File: config.mk
export PLATFORM = sky130hd
export DESIGN_NAME = double_ended_queue_core
export DESIGN_NICKNAME = d
export VERILOG_FILES = /design/src/deq_pkg.sv /design/src/deq_cell.sv /design/src/double_ended_queue_core.sv
export SDC_FILE = /design/constraint.sdc
export NUM_CORES = 1
export LEC_CHECK = 0
export BUFFER_PORTS_ARGS = -buffer_cell sky130_fd_sc_hd__buf_2
export CAP_MARGIN = 30
export CORE_UTILIZATION = 45
export CTS_CLUSTER_DIAMETER = 150
export CTS_CLUSTER_SIZE = 16
export DETAILED_ROUTE_END_ITERATION = 12
export GPL_TIMING_DRIVEN = 0
export PLACE_DENSITY = 0.68
export SETUP_SLACK_MARGIN = 0.3
export SYNTH_ARGS = -nofsm -noshare
export SYNTH_HDL_FRONTEND = slang
export SYNTH_HIERARCHICAL = 1
export SYNTH_SLANG_ARGS = --single-unit
File: constraint.sdc
create_clock -name clk -period 5.2 [get_ports clk]
set_clock_uncertainty 0.05 [all_clocks]
set_input_delay 0 -clock clk [delete_from_list [all_inputs] [get_ports clk]]
set_output_delay 0 -clock clk [all_outputs]
set_load 0.1 [all_outputs]
File: src/deq_pkg.sv
// ----------------------------------------------------------------------------
// deq_pkg
// Shared types and sizes for the double-ended queue core.
// ----------------------------------------------------------------------------
`default_nettype none

package deq_pkg;

  // Queue sizing
  localparam int DEPTH      = 16;
  localparam int WORD_WIDTH = 32;

  // Fixed field widths of the stream words
  localparam int MODE_W   = 3;
  localparam int DATA_W   = 32;
  localparam int STATUS_W = 2;
  localparam int COUNT_W  = 5;

  localparam int IN_FIELDS_W  = MODE_W + DATA_W;
  localparam int OUT_FIELDS_W = DATA_W + STATUS_W + COUNT_W;
  localparam int IN_TDATA_W   = ((IN_FIELDS_W + 7) / 8) * 8;
  localparam int OUT_TDATA_W  = ((OUT_FIELDS_W + 7) / 8) * 8;

  // Bits a cell keeps: the word is cut to the narrower of the two widths
  localparam int CELL_W = (WORD_WIDTH < DATA_W) ? WORD_WIDTH : DATA_W;
  localparam int CNT_W  = $clog2(DEPTH + 1);
  localparam int IDX_W  = $clog2(DEPTH);

  typedef enum logic [MODE_W-1:0] {
    MODE_PUSH_BACK  = 3'd0,
    MODE_PUSH_FRONT = 3'd1,
    MODE_POP_BACK   = 3'd2,
    MODE_POP_FRONT  = 3'd3,
    MODE_PEEK_BACK  = 3'd4,
    MODE_PEEK_FRONT = 3'd5,
    MODE_CLEAR      = 3'd6
  } mode_t;

  typedef enum logic [STATUS_W-1:0] {
    ST_OK    = 2'd0,
    ST_EMPTY = 2'd1,
    ST_FULL  = 2'd2
  } status_t;

  // Broadcast to every cell of the chain
  typedef struct packed {
    logic push_front;  // every cell takes its left neighbor's word
    logic pop_front;   // every cell takes its right neighbor's word
    logic push_back;   // the cell at the back slot loads the new word
  } cell_ctrl_t;

endpackage

`default_nettype wire

File: src/deq_cell.sv
// ----------------------------------------------------------------------------
// deq_cell
// One storage cell of the queue chain; shifts toward either neighbor or loads.
// ----------------------------------------------------------------------------
`default_nettype none

module deq_cell
  import deq_pkg::*;
(
  input  wire logic              clk,
  input  wire cell_ctrl_t        ctrl,
  input  wire logic              at_back,
  input  wire logic [CELL_W-1:0] load_word,
  input  wire logic [CELL_W-1:0] left_word,
  input  wire logic [CELL_W-1:0] right_word,
  output logic      [CELL_W-1:0] word
);

  always_ff @(posedge clk) begin
    if (ctrl.push_front) begin
      word <= left_word;
    end else if (ctrl.pop_front) begin
      word <= right_word;
    end else if (ctrl.push_back && at_back) begin
      word <= load_word;
    end
  end

endmodule

`default_nettype wire

File: src/double_ended_queue_core.sv
// ----------------------------------------------------------------------------
// double_ended_queue_core
// Bounded double-ended queue built as a chain of shifting storage cells.
// ----------------------------------------------------------------------------
// Each input word carries one operation (push, pop or peek at either end, or
// clear) and produces exactly one output word holding the popped or peeked
// data, a status and the fill count after the operation. The front of the
// queue always sits in cell 0: a push or pop at the front shifts the whole
// chain by one cell, a push at the back loads the cell just past the last
// occupied one, and the back word is read from the cell picked
// by the fill count. An operation completes in the cycle it is accepted and
// its result appears on the output register the next cycle, so the core takes
// one word per clock whenever the output is drained; the output register is
// the only buffer, and the input stalls only while that register holds a
// result that the downstream side has not taken. After reset the queue is
// empty and ready at once; stored words need no clearing.
// ----------------------------------------------------------------------------
`default_nettype none

module double_ended_queue_core
  import deq_pkg::*;
(
  input  wire logic                   clk,
  input  wire logic                   rst,
  input  wire logic                   s_axis_tvalid,
  output logic                        s_axis_tready,
  // s_axis_tdata fields, low bit up: mode[2:0], data_in[34:3], zero fill
  input  wire logic [IN_TDATA_W-1:0]  s_axis_tdata,
  output logic                        m_axis_tvalid,
  input  wire logic                   m_axis_tready,
  // m_axis_tdata fields, low bit up: data_out[31:0], status[33:32],
  // count[38:34], zero fill
  output logic      [OUT_TDATA_W-1:0] m_axis_tdata
);

  // Input word split
  mode_t              mode;
  logic [DATA_W-1:0]  data_in;
  logic               in_fire;

  // Queue state
  logic [CNT_W-1:0]   fill;
  logic [CNT_W-1:0]   fill_next;
  logic [CELL_W-1:0]  cell_word [DEPTH];
  logic [CELL_W-1:0]  load_word;
  logic [IDX_W-1:0]   back_idx;
  logic               full;
  logic               empty;
  cell_ctrl_t         op_ctrl;
  cell_ctrl_t         cell_ctrl;

  // Result of the current operation
  logic [CELL_W-1:0]  rd_word;
  status_t            rd_status;

  // Output register
  logic [DATA_W-1:0]  data_out;
  status_t            status;
  logic [COUNT_W-1:0] count;

  assign mode      = mode_t'(s_axis_tdata[MODE_W-1:0]);
  assign data_in   = s_axis_tdata[MODE_W +: DATA_W];
  assign load_word = data_in[CELL_W-1:0];

  // Take a new word whenever the output register is empty or being drained
  assign s_axis_tready = !m_axis_tvalid || m_axis_tready;
  assign in_fire       = s_axis_tvalid && s_axis_tready;

  assign full     = (fill == CNT_W'(DEPTH));
  assign empty    = (fill == '0);
  // Last occupied cell; only used when the queue is not empty
  assign back_idx = IDX_W'(fill - CNT_W'(1));

  // Decode the operation
  always_comb begin
    op_ctrl   = '0;
    fill_next = fill;
    rd_word   = '0;
    rd_status = ST_OK;
    case (mode)
      MODE_PUSH_BACK: begin
        if (full) begin
          rd_status = ST_FULL;
        end else begin
          op_ctrl.push_back = 1'b1;
          fill_next         = fill + CNT_W'(1);
        end
      end
      MODE_PUSH_FRONT: begin
        if (full) begin
          rd_status = ST_FULL;
        end else begin
          op_ctrl.push_front = 1'b1;
          fill_next          = fill + CNT_W'(1);
        end
      end
      MODE_POP_BACK: begin
        if (empty) begin
          rd_status = ST_EMPTY;
        end else begin
          // Drop the back word by shrinking the fill; the cell keeps its data
          rd_word   = cell_word[back_idx];
          fill_next = fill - CNT_W'(1);
        end
      end
      MODE_POP_FRONT: begin
        if (empty) begin
          rd_status = ST_EMPTY;
        end else begin
          rd_word           = cell_word[0];
          op_ctrl.pop_front = 1'b1;
          fill_next         = fill - CNT_W'(1);
        end
      end
      MODE_PEEK_BACK: begin
        if (empty) begin
          rd_status = ST_EMPTY;
        end else begin
          rd_word = cell_word[back_idx];
        end
      end
      MODE_PEEK_FRONT: begin
        if (empty) begin
          rd_status = ST_EMPTY;
        end else begin
          rd_word = cell_word[0];
        end
      end
      MODE_CLEAR: begin
        fill_next = '0;
      end
      default: begin
        // Unused code: report ok and leave the queue alone
      end
    endcase
  end

  // Only move the chain on an accepted word
  assign cell_ctrl = in_fire ? op_ctrl : '0;

  // Cell chain: cell 0 is the front, data enters it on a front push
  for (genvar i = 0; i < DEPTH; i++) begin : g_cell
    logic [CELL_W-1:0] left_word;
    logic [CELL_W-1:0] right_word;

    if (i == 0) begin : g_first
      assign left_word = load_word;
    end else begin : g_inner_left
      assign left_word = cell_word[i-1];
    end

    if (i == DEPTH - 1) begin : g_last
      // Vacated after a front pop from a full queue; contents are don't-care
      assign right_word = '0;
    end else begin : g_inner_right
      assign right_word = cell_word[i+1];
    end

    deq_cell u_cell (
      .clk        (clk),
      .ctrl       (cell_ctrl),
      .at_back    (fill == CNT_W'(i)),
      .load_word  (load_word),
      .left_word  (left_word),
      .right_word (right_word),
      .word       (cell_word[i])
    );
  end

  // Fill count
  always_ff @(posedge clk) begin
    if (rst) begin
      fill <= '0;
    end else if (in_fire) begin
      fill <= fill_next;
    end
  end

  // Output register: hold until taken, load on every accepted word
  always_ff @(posedge clk) begin
    if (rst) begin
      m_axis_tvalid <= 1'b0;
    end else if (in_fire) begin
      m_axis_tvalid <= 1'b1;
    end else if (m_axis_tready) begin
      m_axis_tvalid <= 1'b0;
    end
  end

  always_ff @(posedge clk) begin
    if (in_fire) begin
      data_out <= DATA_W'(rd_word);
      status   <= rd_status;
      count    <= COUNT_W'(fill_next);
    end
  end

  assign m_axis_tdata = OUT_TDATA_W'({count, status, data_out});

endmodule

`default_nettype wire

Word-level counts from Yosys, hierarchy flattened:

Cells that the tools add are included.

* word-level logic and storage cells: 158
* input port bits: 44
* output and inout port bits: 42
* register bits: 557

* bitwise gates (word level): 1
* eq/ne operators: 22
* reductions and logical operators: 43
* $add $sub $neg: 2
* order comparisons: 1
* mux-type cells: 68

Operators with widths (count)
* 32-bit 2-to-1 mux: 52
* 32-bit binary-select mux with 4-bit select: 1
* 32-bit case mux with 2 select lines: 1
* 3-bit nonzero test: 16
* 5-bit by 4-bit equality test with 1-bit output, second input constant: 8
* 5-bit by 3-bit equality test with 1-bit output, second input constant: 4
* 1-bit logical AND: 17
* 5-bit case mux with 3 select lines: 1
* 5-bit by 2-bit equality test with 1-bit output, second input constant: 2
* 5-bit 2-to-1 mux: 2
* 3-bit equality test, second input constant: 3
* 1-bit 2-to-1 mux: 8
* 2-bit OR reduction: 4
* 3-bit by 2-bit equality test with 1-bit output, second input constant: 2
* 5-bit by 1-bit adder with 5-bit output, second input constant: 1
* 5-bit by 1-bit equality test with 1-bit output, second input constant: 1
* 5-bit equality test, second input constant: 1
* 5-bit >= comparator, second input constant: 1
* 5-bit logical NOT: 1
* 4-bit NOT with 5-bit output: 1
* 5-bit by 1-bit subtractor with 5-bit output, second input constant: 1
* 2-bit case mux with 2 select lines: 1
* 4-bit OR reduction: 1
* 3-bit by 1-bit equality test with 1-bit output, second input constant: 1
* 6 further kinds: 6

Depth between registers and ports, before layout:

* depth in word-level cells: 8
* mapped depth: 13
* gate-level depth less buffers: 8

Modules after synthesis:

Netlist, hierarchy kept.

By module, submodules not included
* deq_cell: sequential area each 960.9 µm², cells each 140, times used 16, area an instance 1675.4 µm²
* double_ended_queue_core: sequential area each 1291.2 µm², cells each 574, times used 1, area an instance 6438.7 µm²

Worst setup path before layout:

No wires, ideal clock.

* kind: reg2reg
* start point: register m_axis_tvalid
* end point: register g_cell[0].u_cell.word[0], enable pin
* buffers on the path: 2
* library setup time: 0.396 ns
* required time: 4.754 ns
* clock period less this slack: 5.396 ns
* arrival time: 4.951 ns
* stages on the path, launching flop included: 8
* path slack: -0.196 ns
* path through: dfxtp_1 -> nand2b_1 -> nand2_1 -> clkinv_1 -> and3_1 -> buf_6 -> buf_12 -> a211o_1

RTL lines
* start: declaration: line double_ended_queue_core.sv:29 `output logic m_axis_tvalid,`
* start signal: assignment: line double_ended_queue_core.sv:182 `m_axis_tvalid <= 1'b0;`
* start signal: assignment: line double_ended_queue_core.sv:184 `m_axis_tvalid <= 1'b1;`
* start signal: assignment: line double_ended_queue_core.sv:186 `m_axis_tvalid <= 1'b0;`
* end signal: assignment: line deq_cell.sv:21 `word <= left_word;`
* end signal: assignment: line deq_cell.sv:23 `word <= right_word;`
* end signal: assignment: line deq_cell.sv:25 `word <= load_word;`
* end: declaration: line deq_cell.sv:16 `output logic [CELL_W-1:0] word`

Worst setup path in the final report:

* start point: register fill[0]
* end point: register data_out[27], data pin

* word-level cells in the longest chain between the ends: 7
* elaborated cells between the ends (all ways): 9
* classes of those cells: add/sub: 1; mux: 6; bitwise: 1; reduce/logical: 1

RTL lines
* start: declaration: line double_ended_queue_core.sv:42 `logic [CNT_W-1:0] fill;`
* start signal: assignment: line double_ended_queue_core.sv:175 `fill <= fill_next;`
* 5-bit by 1-bit subtractor with 5-bit output
* 4-bit NOT with 5-bit output (not written as such): line double_ended_queue_core.sv:102, double_ended_queue_core.sv:119
* 32-bit binary-select mux with 4-bit select: line double_ended_queue_core.sv:102, double_ended_queue_core.sv:119
* 32-bit 2-to-1 mux (not written as such) (2 in a row): line double_ended_queue_core.sv:102, double_ended_queue_core.sv:119
* 32-bit 2-to-1 mux: line double_ended_queue_core.sv:98, double_ended_queue_core.sv:116
* 32-bit case mux with 2 select lines (*): line double_ended_queue_core.sv:80 `case (mode)`
* net rd_word[27]: line double_ended_queue_core.sv:53 `logic [CELL_W-1:0] rd_word;`
* end signal: assignment: line double_ended_queue_core.sv:192 `data_out <= DATA_W'(rd_word);`
* end: declaration: line double_ended_queue_core.sv:57 `logic [DATA_W-1:0] data_out;`

The timed path passes the listed nets; every way through them passes the cells marked *. The select of a mux whose other input is x is not followed.
A chain may end at the register's enable or synchronous reset.

==> results.md <==
- Seq cells post-synth: ~560
- Chip height: around 270 microns
- Post-Syn Instances: approximately 2800
- Crit end category: flip-flop
- Max clock buf depth: 3
- Outcome: finished, violations left
- Synth Area in Compound Gates: ~11%
- WP data required: between 5 and 6 ns
- Most common cell type on the critical path: clkbuf_1
- Critical Path, Cell by Cell: buf_2 -> buf_4 -> clkbuf_4 -> inv_1 -> ha_1 -> clkbuf_1 -> clkbuf_1 -> mux4_2 -> o21ai_0 -> a21oi_1 -> a211o_1
- Worst-margin pin slew: about 1.1 ns
- Switching Share: between 20% and 30%
- Number of synthesized flops with an enable pin: ~550
- Final setup fails: 0
- Max-slew violation count: 0
- Final nets: between 3000 and 4000
- Top Metal Used: met4
- Layout area overhead: 11.1%
- Initial antenna violation count: 0
- LEAKAGE: approximately 11 nW
- FFs w/ async S/R, synth: 0%
- Critical path class: flip-flop to flip-flop
- WL met3: around 9.0 mm
- First-pass GRT wire length: about 150 mm
- Power density over the cells: around 280 nW/um^2
- Syn_area_per_cell: 11.8 sq um
- Final hold vios: 0
- Simple-gate share of the synthesized area: roughly 7.7%
- Inserted Clock Buffers: 40
- Vias: ~25000
- Pre-CTS setup slack: -0.0900 ns
- CP delay by family, top: buffers and inverters
- Cell variety after synth: roughly 50
- Die area: between 70000 and 80000 sq um
- Worst Hold Class: primary input to flip-flop
- Internal power: roughly 7.2 mW
- Sequential element share of the synthesized area: between 50 and 60%
- CP arrival: around 5.1 ns
- Tmin final: between 4 and 5 ns
- WL met1: approximately 42 mm
- Wire per inst: between 20 and 30 microns
- Via density: roughly 6
- Ys flop type: edfxtp_1
- Largest net degree at the start of global routing: 48
- Fin Hold WS: between 0.05 and 0.06 ns
- 1st-iter DRT viols: between 2000 and 3000
- Row cnt: between 90 and 100
- GP Congestion: between 0.9 and 1
- Finished Core Util: between 50% and 60%
- Boundary pin count: 86
- All-layer global routing usage: between 20% and 30%
- CP startpoint kind: flip-flop
- Root Driver: clkbuf_16
- Unrepaired setup endpoints after global routing: no
- CTS clk-pin slew, worst paths: 0.08 ns
- Setup TNS: 0 ns
- Largest family of logic cells by synthesized area: multiplexers
- Rel. slew slack: 25.9%
- CTS H-tree lvls: 2
- Die width: 274 microns
- Flop pwr share: between 50% and 60%
- Period utilization: between 90% and 100%
- Synth Area in Adders: less than 1%
- Vias in the first global route: 23693
- DRC: 2
- Max cap viols: 0
- Met2 WL: 47.0 mm
- XOR/XNOR Fraction of Synth Area: less than 1%
- Failing checks: design-rule violations
- Clock sinks: 557
- Post-CTS setup buffer count: 0
- Mux cell area share after synthesis: 24.1%
- Dpl hpwl: between 80 and 90 mm
- Clock Power Share: just under 30%
- Comb power frac: between 10% and 20%
- Clock Latency Late Sink: 0.60 ns
- Crit-path max cell delay: between 0.8 and 0.9 ns
- Max rail drop VDD: ~0.00019 V
- Syn Std Cell Area: around 33000 sq um
- WL final: 103 mm
- Setup slack, reg-to-reg: between 0.4 and 0.5 ns
- Layout cells sized above 1: approximately 16%
- Initial Util: between 40% and 50%
- Worst Path Max Fanout: 10
- Fmax: 209 MHz
- Post-route ant nets: 0
- Core Area: about 73000 sq um
- DR pass1 iterations: 10
- Post-DP Area: roughly 35000 sq um
- # fillers: about 6400
- Synth warn: 6
- Min setup slack post-route: around 0.42 ns
- Crit-path slowest cell: clkbuf_1
- Antenna cell count: 0
- Buffers on Ports: slightly below 80
- CTS tree: built
- Post-layout instance area: between 30000 and 40000 sq um
- Total grt overflow: 0
- Sw Pwr: just under 3 mW
- Worst Path Buf+Inv: 6
[power by group through the flow]
| stage | sequential, mW | clock (mW) | combinational (mW) |
|---|---|---|---|
| after floorplan | 5.56 | 0 | 0.991 |
| final | 5.31 | 3.01 | 1.87 |
| after global routing | 5.32 | 3.19 | 1.95 |
| after global placement | 5.40 | 0 | 1.71 |
| after CTS | 5.30 | 3.05 | 1.82 |
| after detailed placement | 5.40 | 0 | 1.79 |
[cells in the final DEF (no fill, tap or decap), types with 4 or more instances in the layout]
cell and count:
a211o_1 45, ha_1 6, nand3_1 65, clkbuf_16 41, o21ai_1 464, mux2i_1 512
conb_1 33, and3_1 4, buf_6 25, inv_1 7, buf_16 15, nand2_1 521
buf_12 48, clkbuf_1 58, buf_4 6, o21ai_0 115, dlygate4sd3_1 37, buf_8 4
mux4_2 128, nor3_1 6, dfxtp_1 6, buf_2 193, a21oi_1 70, buf_1 5
edfxtp_1 551, nor2_1 22
[synthesized netlist by cell type, types with 2 or more instances]
library cell  count  area [sq um]
edfxtp_1        551         16500
nand2_1         521          1960
mux2i_1         512          5120
o21ai_1         464          2320
mux4_2          128          2880
buf_2           115           576
o21ai_0         115           576
a21oi_1          70           350
nand3_1          65           325
clkbuf_1         51           191
a211o_1          48           420
buf_12           48           961
buf_6            24           270
nor2_1           23          86.3
inv_1             7          26.3
dfxtp_1           6           120
ha_1              6          75.1
nor3_1            6          30.0
and3_1            5          31.3
buf_1             5          18.8
buf_4             5          37.5
nand2b_1          3          18.8
nor4_1            3          18.8
and2_1            2          12.5
nor2b_1           2          12.5
nor3b_1           2          15.0
o31ai_1           2          15.0
xor2_1            2          17.5
[flip-flops by register name, summed over array words and instances (netlist names)]
| name | flops |
|---|---|
| status | 2 |
| data_out | 32 |
| m_axis_tvalid | 1 |
| fill | 5 |
| g_cell.u_cell/word | 512 |
| count | 5 |
[worst register-to-register path: stages (launching register included)]
cell and delay [ns]:
dfxtp_1 0.38, buf_2 0.24, buf_4 0.31, clkbuf_4 0.39
inv_1 0.21, ha_1 0.45, clkbuf_1 0.48, clkbuf_1 0.88
mux4_2 0.50, o21ai_0 0.18, a21oi_1 0.17, a211o_1 0.30
[layout make-up]
type	count	area [sq um]	area share (%)
sequential	557	16700	45.1
multi-input combinational	2031	14600	39.6
timing repair buffer	137	1260	3.41
inverter	9	36.3	0.0983
tap	959	1200	3.25
clock inverter	3	22.5	0.0610
buffer	249	2060	5.58
clock buffer	48	1050	2.85
[timing repair]
item                                    in CTS  in global routing
resized for setup                            4                  2
hold endpoints to repair                   366                  0
hold buffers                                37                  0
endpoints found under the setup margin     442                210
[per-layer routing]
layer | up-vias | global-route usage [%]
li1 | 10970 | -
met1 | 11933 | 37.4
met2 | 1419 | 42.4
met3 | 217 | 3.75
met4 | 0 | 11.3
met5 | - | 0
[metrics by stage]
stage	cells	power, mW
global route	3993	10.5
finish	3993	10.2
detailed placement	3905	7.20
floorplan	2846	6.55
global placement	3884	7.11
CTS	3993	10.2
[cell families after synthesis]
group,Yosys count
AO/OA/AOI/OAI,711
multiplexers,640
AND/OR/NAND/NOR,639
flip-flops,557
buffers and inverters,258
adder cells (fa/ha/maj),6
XOR/XNOR,2
other,1
[final timing paths]
path,startpoint,endpoint,depth (start not counted)
hold / removal,m_axis_tready,fill[4],4
setup reg to reg,fill[0],data_out[27],11
setup / recovery,fill[0],data_out[27],11
hold reg to reg,g_cell[8].u_cell/word[22],g_cell[9].u_cell/word[22],2
No activity file was read; power rests on OpenSTA's default activity.
